### src/hw/rtl/dtcm_pkg.sv
// Shared types and constants for the depot TSP cost matrix entry block.
// No dependencies; imported by every module of the block.
package dtcm_pkg;

    // Field widths
    localparam int NODE_W    = 10;
    localparam int COORD_W   = 20;
    localparam int DEPOT_W   = 9;
    localparam int CUST_W    = 10;
    localparam int CNT_W     = 12;  // holds depots + customers + depots
    localparam int WEIGHT_W  = 24;
    localparam int CFG_IDX_W = 2;
    localparam int CFG_DAT_W = 10;

    // Fixed-point distance datapath
    localparam int FRAC_BITS = 4;
    localparam int DIFF_W    = COORD_W + 1;
    localparam int SQ_W      = 2 * COORD_W;
    localparam int D2_W      = SQ_W + 1;
    localparam int SCALE_W   = 14;
    localparam int S_W       = D2_W + SCALE_W;
    localparam int RAD_W     = S_W + 3;           // room for 4*S, even width
    localparam int ROOT_W    = RAD_W / 2;
    localparam int REM_W     = ROOT_W + 2;
    localparam int RES_W     = ROOT_W + 1;

    localparam logic [SCALE_W-1:0]  SCALE_SQ    = 14'd10000;
    localparam logic [WEIGHT_W-1:0] FORBID_W    = 24'd1000000;
    localparam logic [WEIGHT_W-1:0] WEIGHT_MAX  = 24'hFFFFFF;

    // Entry kind codes
    typedef enum logic [1:0] {
        KIND_DIST   = 2'd0,
        KIND_ZERO   = 2'd1,
        KIND_FORBID = 2'd2
    } t_kind;

    // Configuration register indexes
    typedef enum logic [CFG_IDX_W-1:0] {
        CFG_DEPOT = 2'd0,
        CFG_CUST  = 2'd1,
        CFG_ROUND = 2'd2
    } t_cfg_idx;

    // Data handed from cell to cell along the square-root chain
    typedef struct packed {
        logic [RAD_W-1:0]  rad;
        logic [REM_W-1:0]  rem;
        logic [ROOT_W-1:0] root;
        logic              rnd;
        t_kind             kind;
    } t_sq;

endpackage

### src/hw/rtl/dtcm_sqrt_cell.sv
// One cell of the square-root chain: takes two radicand bits, yields one
// root bit and hands the partial result to the next cell.
// Depends on dtcm_pkg.
module dtcm_sqrt_cell
    import dtcm_pkg::*;
(
    input  logic i_clk,
    input  logic i_rst_n,
    input  logic i_valid,
    output logic o_ready,
    input  t_sq  i_data,
    output logic o_valid,
    output t_sq  o_data,
    input  logic i_ready
);

    logic r_valid;
    t_sq  r_data;
    t_sq  n_data;

    logic [REM_W+1:0] w_rem_sh, w_trial;
    logic             w_ge;

    assign o_ready = !r_valid || i_ready;

    // Restoring square-root step
    always_comb begin
        w_rem_sh = {i_data.rem, i_data.rad[RAD_W-1 -: 2]};
        w_trial  = (REM_W+2)'({i_data.root, 2'b01});
        w_ge     = w_rem_sh >= w_trial;
        n_data   = i_data;
        n_data.rad  = {i_data.rad[RAD_W-3:0], 2'b00};
        n_data.rem  = w_ge ? REM_W'(w_rem_sh - w_trial) : REM_W'(w_rem_sh);
        n_data.root = {i_data.root[ROOT_W-2:0], w_ge};
    end

    always_ff @(posedge i_clk) begin
        if (!i_rst_n) begin
            r_valid <= 1'b0;
        end else if (o_ready) begin
            r_valid <= i_valid;
        end
    end

    always_ff @(posedge i_clk) begin
        if (o_ready) begin
            r_data <= n_data;
        end
    end

    assign o_valid = r_valid;
    assign o_data  = r_data;

endmodule

### config.mk
export PLATFORM = sky130hd
export DESIGN_NAME = dtcm_sqrt_cell
export DESIGN_NICKNAME = d
export VERILOG_FILES = /design/src/hw/rtl/dtcm_pkg.sv /design/src/hw/rtl/dtcm_sqrt_cell.sv
export SDC_FILE = /design/constraint.sdc
export NUM_CORES = 1
export LEC_CHECK = 0
export BUFFER_PORTS_ARGS = -buffer_cell sky130_fd_sc_hd__buf_2
export CORE_MARGIN = 10
export CORE_UTILIZATION = 30
export DETAILED_ROUTE_END_ITERATION = 10
export GPL_ROUTABILITY_DRIVEN = 0
export HOLD_SLACK_MARGIN = 0.08
export PLACE_DENSITY = 0.64
export SYNTH_ARGS = -nofsm -noshare
export SYNTH_HDL_FRONTEND = slang
export SYNTH_SLANG_ARGS = --single-unit
### constraint.sdc
create_clock -name i_clk -period 4.08 [get_ports i_clk]
set_input_delay 0.408 -clock i_clk [delete_from_list [all_inputs] [get_ports i_clk]]
set_output_delay 0.408 -clock i_clk [all_outputs]
set_load 0.02 [all_outputs]
* Yosys cells after proc, flatten, opt, wreduce, memory -nomap -nowiden
Index checks and enable logic that the tools add are counted.
** Storage, ports and cells
- Register bits after elaboration :: 120
- Latch bits :: 0
- Memory bits (writable) :: 0
- Bits in read-only memories :: 0
- Memories :: 0
** Operators by class
- $add $sub $neg :: 1
- Multipliers :: 0
- Div/mod/pow operators :: 0
- $lt $le $gt $ge :: 1
- Equality and inequality tests :: 0
- Shifts and indexed selects :: 0
- Muxes and demuxes :: 1
- Bitwise logic cells :: 0
- Reductions and logical operators :: 2
** Operators by type and width (number)
- greater-or-equal comparator 33 x 31 -> 1 bit :: 1
- two-way mux 31 bit :: 1
- subtractor 31 bit :: 1
- zero test 1 bit :: 1
- logical OR 1 bit :: 1

* Longest topological paths before layout
- Word-level depth :: 2
- Depth in mapped cells :: 12

* Worst setup path after synthesis
No wires, ideal clock.
- Kind :: input port to flip-flop
- Start point :: in i_ready
- End point :: reg r_valid, in the netlist o_valid
- Library setup time :: 0.297 ns
- Arrival time :: 3.783 ns
- Required time :: 3.783 ns
- Path slack :: 0.000 ns
- Stages :: 2
- Cells stage by stage :: nand2b_1 a21boi_0
** On the way
- Longest elaborated chain between the ends :: 1
** RTL lines
- from (decl) :: RTL line dtcm_sqrt_cell.sv:14 : input logic i_ready
- logical OR 1 bit :: RTL line dtcm_sqrt_cell.sv:24 : assign o_ready = !r_valid || i_ready;
- to (signal assigned) :: RTL line dtcm_sqrt_cell.sv:41 : r_valid <= i_valid;
- to (decl) :: RTL line dtcm_sqrt_cell.sv:17 : logic r_valid;
Every way passes these cells.
A chain may end at the register's enable or synchronous reset.

==> key figures <==
Power
  • Switching Power: 1.09 mW
  • Clock share of power: 0.385
  • Total power: 3.83 mW
  • VDD IR-drop max: 283 uV
  • Gate power share: 0.213
  • Int Power: 2.74 mW
  • Leakage: 3.60 nW
  • PD cells: 480 nW/um^2
  • Switching part of the total: 0.284
  • Reg power frac: 0.402

Clock network
  • Clock latency on the worst-skew pair: 0.41 ns
  • Root Driver: clkbuf_16
  • TritonCTS Buffers: 17
  • CTS sink cnt: 120
  • Cts hold-fix bufs: 0
  • Clock buffer depth: 2
  • H-tree levels: 4
  • Post-CTS Setup Inserts: 0
  • CTS tree: built
  • Resized cells post-CTS: 0
  • Clock transition at the registers of the reported paths: 0.06 ns

Worst setup path
  • Arr. time, crit path: 3.03 ns
  • Crit Path Class: in2reg
  • Worst Path Max Fanout: 32
  • CP endpoint kind: register
  • WP data required: 4.24 ns
  • CP Launch Type: input port

STA
  • Period minus WS final: 2.87 ns
  • Worst slew pin tran: 0.662 ns
  • Max Freq: 349 MHz
  • Final Hold Fails: 0
  • Clock skew: 0.00723 ns
  • Setup TNS: 0 ns
  • Slew margin rel.: 0.558
  • Final period utilization: 0.703
  • Fin. max-slew vios: 0
  • Final setup vio count: 0
  • RSZ-0062 raised after global routing: no

Finish
  • Post-Layout Inst Area: 7980 um^2
  • Area Growth Syn to Fin: 36.0%
  • Util after Layout: 0.413
  • Post-Layout Cell Count: 964
  • Layout cells sized above 1: 0.451
  • Nets: 841

Yosys
  • Post-synth EDFFs: 119
  • Top-count cell post-synth: edfxtp_1
  • Biggest area consumer among synthesized cells: edfxtp_1
  • Register area share after synthesis: 0.612
  • Asr flop ratio synth: 0
  • Synth area leaders: edfxtp_1 61%, ha_1 6.6%, mux2_4 6.4%, xnor2_1 2.5%, a21oi_1 2.4%
  • Mapped cell area: 5870 um^2
  • Post-synthesis cell type count: 57
  • Ys flop type: edfxtp_1
  • Seq cells post-synth: 120
  • Syn. warnings: 0
  • Share of the synthesized area in the top cell type: 0.609
  • Synth top cells by count: 119 x edfxtp_1, 36 x inv_1, 31 x ha_1, 28 x a21oi_1, 28 x nand2_1
  • Post-Syn Area per Cell: 13.7 um^2
  • Mapped Cells: 428

Floorplanning
  • Die Ht: 160 um
  • Core ar.: 19300 um^2
  • Initial Utilization: 0.304
  • Row count: 51
  • Die footprint: 25600 um^2
  • IO Count: 248
  • Die X: 160 um

GRT
  • Largest net degree at the start of global routing: 59
  • Initial antenna violation count: 5
  • Overall Global Routing Usage: 0.131
  • First-pass GRT wire length: 25.8 mm
  • Number of global-route vias before repair: 4441
  • Total grt overflow: 0

Drt
  • DRC: 0
  • Final wirelength: 17.3 mm
  • Wirelength per Cell: 17.9 um
  • Iter 0 DRT Violations: 199
  • ANT nets after route: 0
  • First drt pass iteration count: 4
  • Via count: 4318
  • Routed vias/inst: 4.48

Placed design
  • Post-DP HPWL: 13.9 mm
  • Inst Count DP: 931
  • Area after DPL: 7400 um^2
  • Port bufs: 245

Run status
  • Status: finished, final reports clean

Min path
  • HP Class: in2reg

Run
  • Maxcap violations: 0
[routing by layer]
metal,track usage,up-vias,routed length [um]
li1,-,2115,-
met1,0.151,2000,7190
met2,0.214,180,8270
met3,0.0576,19,1530
met4,0.0467,4,278
met5,0,-,34
[final cells by class]
type                            count  area, um^2
Antenna cell                        2        5.00
Clock buffer                       17         425
Clock inverter                     14         150
Fill cell                        1872       11400
Inverter                           36         135
Multi-Input combinational cell    262        2080
Sequential cell                   120        3590
Tap cell                          265         332
Timing Repair Buffer              248        1260
[cells by family (layout without fill, tap and decap cells)]
group | count (synthesis) | in the layout | synth area share
AOI/OAI and AO/OA | 87 | 87 | 0.0998
xor gates and xnor gates | 28 | 28 | 0.0418
adders and majority gates | 31 | 31 | 0.0661
buffers and inverters | 47 | 315 | 0.0354
DFF | 120 | 120 | 0.612
muxes | 29 | 29 | 0.0712
other | 1 | 4 | 0.000639
and+or+nand+nor | 85 | 85 | 0.0727
[registers in the layout (all words and copies together), names as in the netlist]
| signal | cells |
|---|---|
| o_valid | 1 |
| o_data | 119 |
[layout by cell type, fill, tap and decap left out, types with 3 or more instances in the layout]
master / instances
nor2b_1: 4
xnor2_1: 17
a31oi_1: 4
nand3_1: 5
a21oi_1: 28
o21bai_1: 3
o21a_1: 5
nand4_1: 6
or3_1: 3
nor2_1: 17
buf_2: 245
ha_1: 31
clkinv_2: 3
nor3_1: 4
xor2_1: 11
a21o_1: 9
nand2b_1: 3
mux2_4: 25
clkinv_4: 4
o31ai_1: 3
inv_1: 36
clkinvlp_4: 3
nand2_1: 28
edfxtp_1: 119
clkbuf_16: 17
and3_1: 3
o21ai_0: 15
[stage by stage]
step | setup slack, ns | hold WS (ns)
after floorplan | 0.000150 | 0.507
after global placement | 0.805 | 0.584
after detailed placement | 0.738 | 0.587
after CTS | 1.18 | 0.146
after global routing | 1.03 | 0.145
final | 1.21 | 0.166
[path summary, 6_finish.rpt]
| kind | startpoint | to | slack [ns] | cells after the start |
|---|---|---|---|---|
| max reg2reg | o_valid | o_data[56] | 2.50 | 2 |
| min | i_data[68] | o_data[70] | 0.17 | 1 |
| max | i_data[5] | o_data[62] | 1.21 | 11 |
| min reg2reg | o_valid | o_data[90] | 1.03 | 1 |
[critical path: stages]
cell and delay [ns]:
buf_2 0.09, inv_1 0.04, ha_1 0.22, or3_1 0.39, o22ai_2 0.31, o2bb2ai_4 0.12
o21ai_2 0.20, nand4_2 0.12, nand2_2 0.12, o211a_4 0.59, mux2_2 0.40
[power groups by stage]
stage	clock, mW	sequential (mW)	combinational (mW)
after CTS	1.52	1.54	0.830
after floorplan	0	1.75	0.354
after global routing	1.57	1.55	0.883
final	1.47	1.54	0.815
after detailed placement	0	1.57	0.827
after global placement	0	1.56	0.818
(Power assumes the default switching activity.)
