===== config.mk =====
export PLATFORM = sky130hd
export DESIGN_NAME = dtcm_finish
export DESIGN_NICKNAME = d
export VERILOG_FILES = /design/src/hw/rtl/dtcm_pkg.sv /design/src/hw/rtl/dtcm_finish.sv
export SDC_FILE = /design/constraint.sdc
export NUM_CORES = 1
export LEC_CHECK = 0
export ABC_CLOCK_PERIOD_IN_PS = 2700
export BUFFER_PORTS_ARGS = -buffer_cell sky130_fd_sc_hd__clkbuf_2
export CORE_ASPECT_RATIO = 1.5
export CORE_MARGIN = 4
export CORE_UTILIZATION = 43
export DETAILED_ROUTE_END_ITERATION = 8
export PLACE_DENSITY_LB_ADDON = 0.12
export SLEW_MARGIN = 30
export SYNTH_ARGS = -nofsm -noshare
export SYNTH_HDL_FRONTEND = slang
export SYNTH_SLANG_ARGS = --single-unit
export TNS_END_PERCENT = 10

===== constraint.sdc =====
create_clock -name i_clk -period 2.7 [get_ports i_clk]
set_input_delay 0.54 -clock i_clk [delete_from_list [all_inputs] [get_ports i_clk]]
set_output_delay 0.54 -clock i_clk [all_outputs]
set_load 0.005 [all_outputs]

===== src/hw/rtl/dtcm_pkg.sv =====
// Shared types and constants for the depot TSP cost matrix entry block.
// No dependencies; imported by every module of the block.
package dtcm_pkg;

    // Field widths
    localparam int NODE_W    = 10;
    localparam int COORD_W   = 20;
    localparam int DEPOT_W   = 9;
    localparam int CUST_W    = 10;
    localparam int CNT_W     = 12;  // holds depots + customers + depots
    localparam int WEIGHT_W  = 24;
    localparam int CFG_IDX_W = 2;
    localparam int CFG_DAT_W = 10;

    // Fixed-point distance datapath
    localparam int FRAC_BITS = 4;
    localparam int DIFF_W    = COORD_W + 1;
    localparam int SQ_W      = 2 * COORD_W;
    localparam int D2_W      = SQ_W + 1;
    localparam int SCALE_W   = 14;
    localparam int S_W       = D2_W + SCALE_W;
    localparam int RAD_W     = S_W + 3;           // room for 4*S, even width
    localparam int ROOT_W    = RAD_W / 2;
    localparam int REM_W     = ROOT_W + 2;
    localparam int RES_W     = ROOT_W + 1;

    localparam logic [SCALE_W-1:0]  SCALE_SQ    = 14'd10000;
    localparam logic [WEIGHT_W-1:0] FORBID_W    = 24'd1000000;
    localparam logic [WEIGHT_W-1:0] WEIGHT_MAX  = 24'hFFFFFF;

    // Entry kind codes
    typedef enum logic [1:0] {
        KIND_DIST   = 2'd0,
        KIND_ZERO   = 2'd1,
        KIND_FORBID = 2'd2
    } t_kind;

    // Configuration register indexes
    typedef enum logic [CFG_IDX_W-1:0] {
        CFG_DEPOT = 2'd0,
        CFG_CUST  = 2'd1,
        CFG_ROUND = 2'd2
    } t_cfg_idx;

    // Data handed from cell to cell along the square-root chain
    typedef struct packed {
        logic [RAD_W-1:0]  rad;
        logic [REM_W-1:0]  rem;
        logic [ROOT_W-1:0] root;
        logic              rnd;
        t_kind             kind;
    } t_sq;

endpackage


===== src/hw/rtl/dtcm_finish.sv =====
// Output stage: rounds the root to the scaled distance, saturates, picks
// the entry weight by kind and holds the result for the receiver.
// Depends on dtcm_pkg.
module dtcm_finish
    import dtcm_pkg::*;
(
    input  logic                i_clk,
    input  logic                i_rst_n,
    input  logic                i_valid,
    output logic                o_ready,
    input  t_sq                 i_data,
    output logic                o_valid,
    output logic [WEIGHT_W-1:0] o_weight,
    output logic [1:0]          o_entry_kind,
    input  logic                i_ready
);

    logic                r_valid;
    logic [WEIGHT_W-1:0] r_weight;
    t_kind               r_kind;
    logic [WEIGHT_W-1:0] n_weight;

    logic [RES_W-1:0] w_near, w_ceil_t, w_ceil, w_v;

    assign o_ready = !r_valid || i_ready;

    // Rounding: nearest uses floor(sqrt(4S)), ceiling uses exactness of sqrt(S)
    always_comb begin
        w_near   = (RES_W'(i_data.root >> FRAC_BITS) + RES_W'(1)) >> 1;
        w_ceil_t = RES_W'(i_data.root) + RES_W'(i_data.rem != '0);
        w_ceil   = (w_ceil_t + RES_W'((1 << FRAC_BITS) - 1)) >> FRAC_BITS;
        w_v      = i_data.rnd ? w_near : w_ceil;
        case (i_data.kind)
            KIND_DIST: begin
                n_weight = (w_v > RES_W'(WEIGHT_MAX)) ? WEIGHT_MAX : w_v[WEIGHT_W-1:0];
            end
            KIND_ZERO: begin
                n_weight = '0;
            end
            default: begin
                n_weight = FORBID_W;
            end
        endcase
    end

    always_ff @(posedge i_clk) begin
        if (!i_rst_n) begin
            r_valid <= 1'b0;
        end else if (o_ready) begin
            r_valid <= i_valid;
        end
    end

    always_ff @(posedge i_clk) begin
        if (o_ready) begin
            r_weight <= n_weight;
            r_kind   <= i_data.kind;
        end
    end

    assign o_valid      = r_valid;
    assign o_weight     = r_weight;
    assign o_entry_kind = r_kind;

endmodule


After elaboration in Yosys (flattened, before gate mapping) --
Index checks and enable logic that the tools add are counted.
Storage, ports and cells: logic and storage cells 15, output and inout bits 28, register bits after elaboration 27, input port bits 125
Operators by class: mux-type cells 3, equality and inequality tests 1, magnitude comparators 1, reduce and logical (&&, ||, !) cells 4, add/sub/neg operators 3
Operators with widths (count):
- $pmux 24 s2 | 1
- $reduce_bool 31->1 | 1
- $add 29x1->30 | 1
- $add 30x4->30 const B | 1
- $add 25x1->26 const B | 1
- $gt 26x24->1 const B | 1
- $mux 26 | 1
- $mux 24 | 1
- $eq 2x1->1 const B | 1
- $logic_not 2->1 | 1
- $logic_not 1->1 | 1
- $logic_or 1x1->1 | 1

Longest topological paths before layout --
depth after elaboration 7, depth in mapped cells 9, depth with buffers taken out 7

Least setup slack after synthesis --
No wires, ideal clock.
path type input to register, from input i_data[7] (netlist name), to register r_weight[0], in the netlist o_weight[0] (data pin), arrival 2.278 ns, setup time 0.155 ns, path buffers 2, slack 0.267 ns, data required time 2.545 ns, stages 9, cell sequence ha_1 nand3_1 nor2_4 nand4_4 or4_1 and3_1 buf_6 buf_12 a31oi_2
On the way: word-level cells in the longest chain between the ends 6, elaborated cells between the ends (all ways) 7, those cells by class 3 x add/sub; 1 x order compare; 3 x mux
Ends and longest elaborated chain:
- from (decl) | line dtcm_finish.sv:11 | input t_sq i_data,
- $add 29x1->30 | line dtcm_finish.sv:30 | w_ceil_t = RES_W'(i_data.root) + RES_W'(i_data.rem != '0);
- $add 30x4->30 | line dtcm_finish.sv:31 | w_ceil = (w_ceil_t + RES_W'((1 << FRAC_BITS) - 1)) >> FRAC_BITS;
- $mux 26 (*) | line dtcm_finish.sv:32 | w_v = i_data.rnd ? w_near : w_ceil;
- $gt 26x24->1 | line dtcm_finish.sv:35 | n_weight = (w_v > RES_W'(WEIGHT_MAX)) ? WEIGHT_MAX : w_v[WEIGHT_W-1:0];
- $mux 24 (*) | line dtcm_finish.sv:35
- $pmux 24 s2 (*) | line dtcm_finish.sv:33 | case (i_data.kind)
- net n_weight[0] | line dtcm_finish.sv:21 | logic [WEIGHT_W-1:0] n_weight;
- to (signal assigned) | line dtcm_finish.sv:56 | r_weight <= n_weight;
- to (decl) | line dtcm_finish.sv:19 | logic [WEIGHT_W-1:0] r_weight;
The timed path passes the listed nets; every way through them passes the cells marked *. A chain may end at the register's enable or synchronous reset.

Worst setup path after layout --
from input i_data[42] (netlist name), to register r_weight[16], in the netlist o_weight[16] (data pin)
On the way: word-level cells in the longest chain between the ends 7
Ends and longest elaborated chain (line):
- $reduce_bool 31->1 (*) | dtcm_finish.sv:30
- $add 29x1->30 (*) | dtcm_finish.sv:30
- $add 30x4->30 (*) | dtcm_finish.sv:31
- $mux 26 (*) | dtcm_finish.sv:32
- $gt 26x24->1 | dtcm_finish.sv:35
- $mux 24 (*) | dtcm_finish.sv:35
- $pmux 24 s2 (*) | dtcm_finish.sv:33
- net n_weight[16] | dtcm_finish.sv:21
Marked as above.

==> flow_summary_export.csv <==
group,metric,value,unit
outcome,run_status,"completed",
sta,setup_viol_count_final,0,
final_layout,num_antenna_cells,0,
floorplanning,die_area,6820,um^2
critical_path,crit_path_top_delay_cell,"o31ai_1",
cts,h-tree-depth,1,
cts,cts.clk_slew.worst_paths,0.07,ns
critical_path,reg2reg_slack,1.33,ns
sta,final_hold_viol_count,0,
synth,syn-num-nets,400,
final_layout,mostFrequentLayoutCell,"clkbuf_2",
synth,synth_edf_count,26,
sta,finalSetupTns,0,ns
floorplanning,die_y,99.2,um
critical_path,criticalPathCategory,"input pin to flip-flop",
synth,ys_seq_elements,27,
synth,synthCells,274,
placement,dp_hpwl,5270,um
critical_path,crit_path_end_kind,"flip-flop",
synth,synth_seq_area_share,33.6,%
final_layout,drive_gt1_share,37.0,%
route,vias,2510,
final_layout,design_area,3040,um^2
sta,fmax,0.436,GHz
route,ant_nets,0,
floorplanning,core,5250,um^2
placement,port_buffers,94,
floorplanning,start_util,45.4,%
sta,fin_skew,0.000933,ns
min_path,hp-class,"input pin to flip-flop",
route,firstDrtPassIters,4,
synth,avgSynthCellArea,8.70,um^2
cts,cts_setup_buffers,0,
placement,place.gp.congestion,0.920,
cts,cts_buffer_depth,2,
cts,cts_tree,"built",
global_route,grt_overflow,0,
synth,synth_top_family_by_area,"simple AND/OR/NAND/NOR gates",
critical_path,cp_cell_sequence,"clkbuf_2 -> nor4_1 -> nand4_1 -> nor3_2 -> buf_4 -> buf_4 -> nor4_1 -> o31ai_1 -> o211ai_1",
final_layout,n_fill_cell,532,
synth,synth_top_area_share,32.8,%
floorplanning,fp-row-count,32,
critical_path,worst-path-max-fanout,18,
global_route,grt_max_degree,29,
synth,yosys-top-cells-area,"edfxtp_1, xnor2_1, nand2_1, a31oi_2, nor4_1",
global_route,grt_pass1_wl,10800,um
route,detail_route.iter0.violations,107,
route,routed_via_density,5.69,
synth,ys_types,55,
sta,worst_slew_pin_slew,0.557,ns
global_route,grt_pass1_vias,2406,
route,drc,0,
sta,rsz0062_at_grt,"false",
sta,period_share,84.9,%
placement,post_dp_cell_area,3000,um^2
synth,synthAdderAreaFrac,0.525,%
cts,cts_root_buf,"clkbuf_8",
sta,slew_headroom,62.8,%
critical_path,crit_required,2.70,ns
critical_path,crit_family,"simple AND/OR/NAND/NOR gates",
power,p_per_area,320,nW/um^2
synth,ys.flop_type,"edfxtp_1",
cts,clock_sinks,27,
global_route,antenna_found_initial,0,
final_layout,multi_input_area,1460,um^2
synth,synth_warnings,0,
power,leakage,1.25,nW
final_layout,synthToLayoutAreaGrowth,27.6,%
cts,post_cts_resized,0,
sta,finalCriticalPeriod,2.29,ns
final_layout,regArea,801,um^2
cts,clkLatencyLatePin,0.26,ns
route,routedWlPerCell,14.6,um
synth,muxShareOfSynthArea,0.420,%
synth,synth-xor-area-share,7.72,%
synth,syn-cell-area,2380,um^2
power,vdd_drop_max,177,uV
critical_path,start_kind,"input pin",
synth,async_flop_share,0,%
synth,synth_compound_area_share,24.0,%
global_route,grt.total_usage,19.9,%
critical_path,cp.arrival,2.29,ns
final_layout,final_nets,500,
final_layout,layout_common_cells,"clkbuf_2, nand2_1, edfxtp_1",
floorplanning,dieWidth,68.8,um
critical_path,crit_path_max_incr_delay,0.34,ns
floorplanning,io_pins,153,
route,wl,6440,um
sta,slew_viol_final,0,
synth,yosys.area_share.simple,28.2,%
run,drv_cap,0,
cts,numCtsBuffers,3,
critical_path,path_buf_inv,3,
cts,cts_hold_buffers,0,
synth,synth_top_area_cell,"edfxtp_1",
[routing by layer]
| layer | GRT usage (%) | vias to the layer above | wire [um] |
|---|---|---|---|
| met5 | 0 | - | 0 |
| met4 | 7.51 | 0 | 125 |
| met3 | 1.47 | 11 | 485 |
| met2 | 33.0 | 108 | 3120 |
| met1 | 26.4 | 1131 | 2710 |
| li1 | - | 1260 | - |
[worst reg2reg max path: stages (launching register included)]
cell	delay, ns
dfxtp_1	0.32
nand2b_1	0.41
buf_4	0.34
[worst paths after layout]
path | depth (start not counted) | end | startpoint
max reg2reg | 2 | o_weight[9] | o_valid
min reg2reg | 1 | o_weight[3] | o_valid
min | 1 | o_entry_kind[1] | i_data[1]
max | 9 | o_weight[16] | i_data[42]
[synth_stat cells, types with 3 or more instances]
cell	count
a21boi_0	4
a21o_1	3
a21oi_1	8
a31oi_1	6
a31oi_2	8
and3_1	3
and3_2	3
buf_2	4
clkbuf_1	10
edfxtp_1	26
inv_1	7
nand2_1	29
nand2b_1	5
nand3_1	14
nand4_1	9
nor2_1	10
nor3_1	17
nor4_1	14
o211ai_1	5
o21a_1	8
o21ai_0	17
o31ai_1	3
xnor2_1	18
xor2_1	3
[final cells by class]
class	count	share of cell area, %
Multi-Input combinational cell	222	47.9
Clock buffer	4	1.48
Timing Repair Buffer	113	20.6
Sequential cell	27	26.3
Tap cell	68	2.80
Inverter	7	0.864
[power by group]
group / internal [mW] / leakage [nW] / switching [mW]
clock: 0.105 / 0.0228 / 0.101
combinational: 0.122 / 0.934 / 0.141
sequential: 0.496 / 0.289 / 0.00805
[flip-flops by register name, summed over array words and instances, names as in the netlist]
name	count
o_valid	1
o_entry_kind	2
o_weight	24
[stage by stage]
| step | hold slack, ns | setup WS, ns | power (mW) | cells | utilization, % |
|---|---|---|---|---|---|
| 2_1_floorplan | 0.639 | 0.267 | 0.647 | 274 | - |
| 5_1_grt | 0.503 | 0.213 | 1.04 | 441 | 58.0 |
| 4_1_cts | 0.512 | 0.394 | 0.982 | 441 | 58.0 |
| 3_3_place_gp | 0.772 | 0.113 | 0.774 | 437 | 57.1 |
| 3_5_place_dp | 0.782 | 0.112 | 0.778 | 437 | 57.1 |
| 6_report | 0.515 | 0.409 | 0.973 | 441 | 58.0 |
[kinds of logic after synthesis]
family | count (synthesis)
multiplexers | 1
flip-flops | 27
AO/OA/AOI/OAI | 78
AND/OR/NAND/NOR | 121
buffers and inverters | 25
XOR/XNOR | 21
adder cells (fa/ha/maj) | 1
No activity file was read; power rests on OpenSTA's default activity.
