`src/hw/rtl/dtcm_pkg.sv`:
```
// Shared types and constants for the depot TSP cost matrix entry block.
// No dependencies; imported by every module of the block.
package dtcm_pkg;

    // Field widths
    localparam int NODE_W    = 10;
    localparam int COORD_W   = 20;
    localparam int DEPOT_W   = 9;
    localparam int CUST_W    = 10;
    localparam int CNT_W     = 12;  // holds depots + customers + depots
    localparam int WEIGHT_W  = 24;
    localparam int CFG_IDX_W = 2;
    localparam int CFG_DAT_W = 10;

    // Fixed-point distance datapath
    localparam int FRAC_BITS = 4;
    localparam int DIFF_W    = COORD_W + 1;
    localparam int SQ_W      = 2 * COORD_W;
    localparam int D2_W      = SQ_W + 1;
    localparam int SCALE_W   = 14;
    localparam int S_W       = D2_W + SCALE_W;
    localparam int RAD_W     = S_W + 3;           // room for 4*S, even width
    localparam int ROOT_W    = RAD_W / 2;
    localparam int REM_W     = ROOT_W + 2;
    localparam int RES_W     = ROOT_W + 1;

    localparam logic [SCALE_W-1:0]  SCALE_SQ    = 14'd10000;
    localparam logic [WEIGHT_W-1:0] FORBID_W    = 24'd1000000;
    localparam logic [WEIGHT_W-1:0] WEIGHT_MAX  = 24'hFFFFFF;

    // Entry kind codes
    typedef enum logic [1:0] {
        KIND_DIST   = 2'd0,
        KIND_ZERO   = 2'd1,
        KIND_FORBID = 2'd2
    } t_kind;

    // Configuration register indexes
    typedef enum logic [CFG_IDX_W-1:0] {
        CFG_DEPOT = 2'd0,
        CFG_CUST  = 2'd1,
        CFG_ROUND = 2'd2
    } t_cfg_idx;

    // Data handed from cell to cell along the square-root chain
    typedef struct packed {
        logic [RAD_W-1:0]  rad;
        logic [REM_W-1:0]  rem;
        logic [ROOT_W-1:0] root;
        logic              rnd;
        t_kind             kind;
    } t_sq;

endpackage

```
`src/hw/rtl/dtcm_front.sv`:
```
// Front end: entry classification, coordinate differences, squares and
// scaling into the square-root radicand. Four elastic stages.
// Depends on dtcm_pkg.
module dtcm_front
    import dtcm_pkg::*;
(
    input  logic                    i_clk,
    input  logic                    i_rst_n,
    input  logic [DEPOT_W-1:0]      i_depot_count,
    input  logic [CUST_W-1:0]       i_customer_count,
    input  logic                    i_round_nearest,
    input  logic                    i_valid,
    output logic                    o_ready,
    input  logic [NODE_W-1:0]       i_row_node,
    input  logic [NODE_W-1:0]       i_col_node,
    input  logic signed [COORD_W-1:0] i_row_x,
    input  logic signed [COORD_W-1:0] i_row_y,
    input  logic signed [COORD_W-1:0] i_col_x,
    input  logic signed [COORD_W-1:0] i_col_y,
    output logic                    o_valid,
    output t_sq                     o_data,
    input  logic                    i_ready
);

    logic r_v1, r_v2, r_v3, r_v4;
    logic w_rdy1, w_rdy2, w_rdy3, w_rdy4;

    logic signed [DIFF_W-1:0] r_dx, r_dy;
    logic [SQ_W-1:0]          r_sqx, r_sqy;
    logic [D2_W-1:0]          r_d2;
    logic [RAD_W-1:0]         r_rad;
    logic                     r_rnd1, r_rnd2, r_rnd3, r_rnd4;
    t_kind                    r_k1, r_k2, r_k3, r_k4;

    // Stage readiness: a stage takes data when empty or draining
    assign w_rdy4  = !r_v4 || i_ready;
    assign w_rdy3  = !r_v3 || w_rdy4;
    assign w_rdy2  = !r_v2 || w_rdy3;
    assign w_rdy1  = !r_v1 || w_rdy2;
    assign o_ready = w_rdy1;

    // Node classification
    logic [CNT_W-1:0] w_d, w_k, w_dim, w_i, w_j, w_i1;
    logic w_iv, w_it, w_im, w_jt, w_jm, w_in_range, w_dist, w_zero;
    t_kind w_kind;

    always_comb begin
        w_d   = CNT_W'(i_depot_count);
        w_k   = w_d + CNT_W'(i_customer_count);
        w_dim = w_k + w_d;
        w_i   = CNT_W'(i_row_node);
        w_j   = CNT_W'(i_col_node);
        w_i1  = w_i + CNT_W'(1);
        w_iv  = w_i < w_d;
        w_it  = (w_i >= w_d) && (w_i < w_k);
        w_im  = w_i >= w_k;
        w_jt  = (w_j >= w_d) && (w_j < w_k);
        w_jm  = w_j >= w_k;
        w_in_range = (w_i < w_dim) && (w_j < w_dim);
        w_dist = (w_it && (w_jm || w_jt)) || (w_iv && w_jt);
        // own copy, copy to next depot, last node back to node 0
        w_zero = (w_iv && (w_j == w_i + w_k))
              || (w_im && (w_i1 < w_dim) && (w_j + w_k == w_i1))
              || ((w_i1 == w_dim) && (w_j == '0));
        if (!w_in_range) begin
            w_kind = KIND_FORBID;
        end else if (w_dist) begin
            w_kind = KIND_DIST;
        end else if (w_zero) begin
            w_kind = KIND_ZERO;
        end else begin
            w_kind = KIND_FORBID;
        end
    end

    // Products
    logic signed [2*DIFF_W-1:0] w_px, w_py;
    logic [S_W-1:0]             w_s;

    assign w_px = r_dx * r_dx;
    assign w_py = r_dy * r_dy;
    assign w_s  = S_W'(r_d2) * S_W'(SCALE_SQ);

    // Valid bits
    always_ff @(posedge i_clk) begin
        if (!i_rst_n) begin
            r_v1 <= 1'b0;
            r_v2 <= 1'b0;
            r_v3 <= 1'b0;
            r_v4 <= 1'b0;
        end else begin
            if (w_rdy1) r_v1 <= i_valid;
            if (w_rdy2) r_v2 <= r_v1;
            if (w_rdy3) r_v3 <= r_v2;
            if (w_rdy4) r_v4 <= r_v3;
        end
    end

    // Payload stages
    always_ff @(posedge i_clk) begin
        if (w_rdy1) begin
            r_dx   <= DIFF_W'(i_row_x) - DIFF_W'(i_col_x);
            r_dy   <= DIFF_W'(i_row_y) - DIFF_W'(i_col_y);
            r_rnd1 <= i_round_nearest;
            r_k1   <= w_kind;
        end
        if (w_rdy2) begin
            r_sqx  <= w_px[SQ_W-1:0];
            r_sqy  <= w_py[SQ_W-1:0];
            r_rnd2 <= r_rnd1;
            r_k2   <= r_k1;
        end
        if (w_rdy3) begin
            r_d2   <= D2_W'(r_sqx) + D2_W'(r_sqy);
            r_rnd3 <= r_rnd2;
            r_k3   <= r_k2;
        end
        if (w_rdy4) begin
            // nearest rounding works on sqrt(4*S)
            r_rad  <= r_rnd3 ? RAD_W'({w_s, 2'b00}) : RAD_W'(w_s);
            r_rnd4 <= r_rnd3;
            r_k4   <= r_k3;
        end
    end

    assign o_valid     = r_v4;
    assign o_data.rad  = r_rad;
    assign o_data.rem  = '0;
    assign o_data.root = '0;
    assign o_data.rnd  = r_rnd4;
    assign o_data.kind = r_k4;

endmodule

```
`config.mk`:
```
export PLATFORM = sky130hd
export DESIGN_NAME = dtcm_front
export DESIGN_NICKNAME = d
export VERILOG_FILES = /design/src/hw/rtl/dtcm_pkg.sv /design/src/hw/rtl/dtcm_front.sv
export SDC_FILE = /design/constraint.sdc
export NUM_CORES = 2
export LEC_CHECK = 0
export BUFFER_PORTS_ARGS = -buffer_cell sky130_fd_sc_hd__buf_4
export CORE_UTILIZATION = 49
export DETAILED_ROUTE_END_ITERATION = 8
export GPL_TIMING_DRIVEN = 0
export PLACE_DENSITY = 0.66
export SYNTH_ARGS = -nofsm -noshare
export SYNTH_HDL_FRONTEND = slang
export SYNTH_SLANG_ARGS = --single-unit
```
`constraint.sdc`:
```
create_clock -name i_clk -period 10.33 [get_ports i_clk]
set_clock_uncertainty 0.1 [all_clocks]
set_input_delay 1.033 -clock i_clk [delete_from_list [all_inputs] [get_ports i_clk]]
set_output_delay 1.033 -clock i_clk [all_outputs]
set_load 0.1 [all_outputs]
```
======== Word-level counts from Yosys, hierarchy flattened ========
Cells that the tools add are included.
word-level totals
  flip-flop bits (word level) ............. 237
  input port bits ......................... 124
cells by class
  add/sub/neg operators ................... 8
  multipliers ............................. 3
  $lt $le $gt $ge ......................... 10
  eq/ne operators ......................... 3
  multiplexer cells ....................... 3
  bitwise gates (word level) .............. 1
  reduce and logical (&&, ||, !) cells .... 23
operator list
  cell                                                                    number
  21-bit by 21-bit multiplier with 40-bit output                          2
  55-bit two-way mux                                                      1
  41-bit by 10-bit multiplier with 51-bit output (second input constant)  1
  20-bit by 20-bit subtractor with 21-bit output                          2
  40-bit by 40-bit adder with 41-bit output                               1
  10-bit by 11-bit adder with 12-bit output                               2
  10-bit by 12-bit less-than comparator with 1-bit output                 2
  10-bit by 11-bit >= comparator with 1-bit output                        2
  10-bit by 11-bit less-than comparator with 1-bit output                 2
  10-bit by 9-bit >= comparator with 1-bit output                         2
  11-bit by 9-bit adder with 12-bit output                                1
  10-bit by 12-bit equality test with 1-bit output                        1
  11-bit by 12-bit equality test with 1-bit output                        1
  12-bit by 11-bit equality test with 1-bit output                        1
  11-bit by 12-bit less-than comparator with 1-bit output                 1
  10-bit by 1-bit adder with 11-bit output (second input constant)        1
  9-bit by 10-bit adder with 11-bit output                                1
  10-bit zero test                                                        1
  10-bit by 9-bit less-than comparator with 1-bit output                  1
  1-bit logical AND                                                       9
  1-bit logical OR                                                        8
  1-bit zero test                                                         4
  2-bit two-way mux                                                       2
  2-bit OR reduction                                                      1
  1-bit inverter                                                          1

======== Depth between registers and ports, before layout ========
  depth after elaboration ................. 9
  gate-level depth with buffers ........... 28
  gate-level depth less buffers ........... 27

======== Least setup slack after synthesis ========
OpenSTA, ideal clock, no wires.
  kind .................................... register to register
  start ................................... register r_dy[20]
  end ..................................... register r_sqy[38] (data pin)
  library setup time ...................... 258 ps
  data arrival time ....................... 7036 ps
  required time ........................... 9972 ps
  slack ................................... 2936 ps
  stages on the path, launching flop included .. 25
  buffers on the path ..................... 1
  cells stage by stage .................... edfxtp_1 inv_1 buf_1 nor2_1 fa_1 fa_1 inv_1 fa_1 inv_1 fa_1 fa_1 fa_1 inv_1 fa_1 inv_1 ha_1 nor2b_1 o21ai_0 nand2b_1 a21o_1 a21o_1 a2111o_1 a31o_2 a21oi_1 xnor2_1
between the ends
  cells in the longest elaborated chain, start to end .. 1
ends and longest elaborated chain
  element                                         RTL line           text
  start, declared                                 dtcm_front.sv:28   logic signed [DIFF_W-1:0] r_dx, r_dy;
  start signal, assigned                          dtcm_front.sv:103  r_dy <= DIFF_W'(i_row_y) - DIFF_W'(i_col_y);
  21-bit by 21-bit multiplier with 40-bit output  dtcm_front.sv:81   assign w_py = r_dy * r_dy;
  net w_py[38]                                    dtcm_front.sv:77   logic signed [2*DIFF_W-1:0] w_px, w_py;
  end signal, assigned                            dtcm_front.sv:109  r_sqy <= w_py[SQ_W-1:0];
  end, declared                                   dtcm_front.sv:29   logic [SQ_W-1:0] r_sqx, r_sqy;
The timed path passes the listed nets, and every way through them passes these cells.
A chain may end at the register's enable or synchronous reset.

======== Worst setup path in the final report ========
  start ................................... register r_dx[3]
  end ..................................... register r_sqx[37] (data pin)
between the ends
  cells in the longest elaborated chain, start to end .. 1
ends and longest elaborated chain
  element                                         RTL line           text
  start, declared                                 dtcm_front.sv:28
  start signal, assigned                          dtcm_front.sv:102  r_dx <= DIFF_W'(i_row_x) - DIFF_W'(i_col_x);
  21-bit by 21-bit multiplier with 40-bit output  dtcm_front.sv:80   assign w_px = r_dx * r_dx;
  net w_px[37]                                    dtcm_front.sv:77
  end signal, assigned                            dtcm_front.sv:108  r_sqx <= w_px[SQ_W-1:0];
  end, declared                                   dtcm_front.sv:29
The timed path passes the listed nets, and every way through them passes these cells.

==> impl_metrics.tcl <==
set metrics [dict create \
    synth.cell_area_sq_mm 0.0500 \
    fin_setup_tns_ns 0 \
    wl_per_cell_um 17.4 \
    finalInstanceArea_sq_mm 0.0542 \
    slew_viol_final 0 \
    status "complete, no violations" \
    crit_required_ns 10.49 \
    wl_met3_mm 6.79 \
    syn_inst 5140 \
    max-cap-violations 0 \
    final_nets 7036 \
    hold_viol 0 \
    die_h_um 321 \
    ys_seq_area_frac 0.137 \
    drt_iter0_drc 1901 \
    drcViolationCount 0 \
    dpl_cell_area_sq_mm 0.0534 \
    cts_hold_buf 0 \
    crit_arrival_ns 9.58 \
    antenna_found_initial 5 \
    finalSetupViolCount 0 \
    synth_edf_count 226 \
    highest_layer "met5" \
    via_per_inst 5.10 \
    htreeDepth 1 \
    reg2regPathDepth 26 \
    synth_top_area_frac 0.368 \
    max_freq_ghz 0.106 \
    hold_depth 0 \
    synth.avg_cell_area_sq_um 9.72 \
    worst_setup_path_start_kind "register" \
    finalCritPeriodShare 0.911 \
    yosys.area_share.simple 0.0985 \
    rows 116 \
    hpwlAfterDp_mm 102 \
    dr.pass1.iters 7 \
    holdCritPathClass "reg -> reg" \
    rsz0062_at_grt "no" \
    grt_pass1_wl_mm 193 \
    route.met2.wl_mm 55.8 \
    track_usage 0.238 \
    ant_nets 0 \
    cp-startpoint "r_dx[3]" \
    finalHoldWorstSlack_ns 0.316 \
    syn2layout_area_growth_pct 8.53 \
    die_w_um 321 \
    synth-xor-area-share 0.0468 \
    synth_top_family_by_area "adder cells" \
    cts_setup_buffers 0 \
    synth_flop_cell "edfxtp_1" \
    cts_max_path_buffers 3 \
    synth_top_cell_by_area "fa_1" \
    port_buffers 181 \
    ys_types 83 \
    cts_buffers 26 \
    grt.overflow.total 0 \
    place_congestion 0.978 \
    clock_sinks 230 \
    vias 34700 \
    crit_path_end "r_sqx[37]" \
    rrSetupSlack_ns 0.92 \
    io_pins 247 \
    reg2reg_to "r_sqx[37]" \
    wl_met1_mm 52.6 \
    die_area_sq_mm 0.103 \
    cts-root-buf "clkbuf_16" \
    wl_mm 118 \
    coreArea_sq_mm 0.101 \
    path_class "reg -> reg" \
    final_layout_size_suffix_gt1_frac 0.0656 \
    tightest_slew_ns 1.01 \
    cts_tree "built" \
    r2r_start "r_dx[3]" \
    cts_resized 0 \
    synth_seq_cells 230 \
    endpoint_kind "register" \
    async_flop_share 0 \
    crit_fanout 10 \
    start_util 0.497 \
    synthMuxAreaShare 0.00701 \
    grt_pass1_vias 36600 \
    synth_compound_area_frac 0.0819 \
    synthAdderAreaFrac 0.512 \
    yosys-top-cells-area "fa_1 37%, ha_1 14%, edfxtp_1 14%" \
    maxSlewHeadroom 0.311 \
    clk-insertion-delay-late_ns 0.58 \
    grt_max_degree 80 \
    fin_crit_ns 9.41 \
    synth_warnings 0 \
    clk_pin_slew_ns 0.06 \
]
## cell type report
| type | instances | area [sq um] |
|---|---|---|
| multi-input cells | 3495 | 37500 |
| fillers | 9097 | 46400 |
| well taps | 1357 | 1700 |
| repair buffers | 187 | 1460 |
| diodes | 2 | 5.00 |
| flip-flops and latches | 230 | 6870 |
| clock buffers | 37 | 722 |
| clock inverters | 11 | 119 |
| inverters | 1309 | 4920 |
| plain buffers | 170 | 886 |
## critical path, cell delays in order, from the launching register on
cell      delay (ns)
edfxtp_1        0.32
clkbuf_1        0.71
clkbuf_1        0.59
nand2_1         0.23
fa_1            0.53
inv_1           0.05
fa_1            0.50
inv_1           0.05
fa_1            0.47
inv_1           0.05
fa_1            0.49
inv_1           0.05
fa_1            0.52
inv_1           0.05
fa_1            0.47
inv_1           0.05
fa_1            0.51
inv_1           0.05
ha_1            0.34
and3_1          0.21
nand3_1         0.08
nand3b_1        0.23
a41oi_1         0.49
nor3_1          0.20
o311ai_1        0.70
a21oi_1         0.28
xnor2_1         0.76
## worst min path at each step
| stage | from | endpoint | slack [ns] |
|---|---|---|---|
| 6_report | r_k2[1] | r_k3[1] | 0.32 |
| 5_1_grt | r_k2[1] | r_k3[1] | 0.31 |
| 4_1_cts | r_k2[1] | r_k3[1] | 0.29 |
| 3_5_place_dp | r_k1[0] | r_k2[0] | 0.30 |
| 3_3_place_gp | r_k2[1] | r_k3[1] | 0.30 |
| 2_1_floorplan | r_k1[0] | r_k2[0] | 0.30 |
## flip-flops by register name (all words and copies together) (netlist names), 2 cells and up
signal and cells:
r_d2 41, r_sqx 39, r_sqy 39, r_dy 21
r_rad 53, r_k3 2, r_dx 21, r_k4 2
r_k2 2, r_k1 2
## synthesized netlist by cell type, types with 6 or more instances
library cell  number
mux2_2            24
a211o_1            7
a21boi_0          17
o21ai_0          120
mux2i_1            8
or2_2              8
o21a_1            39
o31ai_1           10
edfxtp_1         226
a2111oi_0         13
fa_1             919
o31a_1             6
o21bai_1          19
nand2_1          358
a211oi_1          30
a31oi_1           17
o211ai_1           8
and3_1            25
or3_1             19
a31o_2            11
nor3_1            73
nand4_1           16
nor3b_1            7
clkbuf_1          95
nand2b_1          32
ha_1             574
buf_1              9
nand3_1           51
nor2_1           198
a21o_1            98
nor4_1            10
nor2b_1           54
inv_1           1308
a21oi_1          160
buf_4             66
o22ai_1            6
xnor2_1          188
and2_1           153
xor2_1            79
## placed cells by master (no fill, tap or decap), drive strengths merged, types with 154 or more instances in the layout
cell       n
edfxtp   226
fa       919
ha       574
buf      262
a21oi    160
xnor2    188
nand2    358
inv     1310
and2     154
nor2     198
## metal layers
metal | track usage | up-vias
li1 | - | 16500
met1 | 0.326 | 17100
met2 | 0.402 | 919
met3 | 0.0324 | 155
met4 | 0.0517 | 4
met5 | 0 | -
## cells by family after synthesis
kind of cell | count (synthesis)
xor+xnor | 267
flops | 230
simple gates | 1025
mux | 32
fa+ha+maj | 1493
compound gates | 613
other cells | 1
buf+inv | 1479
## stage by stage
| step | std cells | worst slack [ns] | util |
|---|---|---|---|
| floorplan | 5204 | 2.94 | - |
| global placement | 6742 | -1.01 | 0.529 |
| detailed placement | 6748 | 1.04 | 0.531 |
| CTS | 6796 | 1.04 | 0.539 |
| global route | 6796 | 0.693 | 0.539 |
| finish | 6798 | 0.916 | 0.539 |
Power is not shown: default switching activity piles up to over one toggle a cycle in this logic, so the estimate is an artifact.
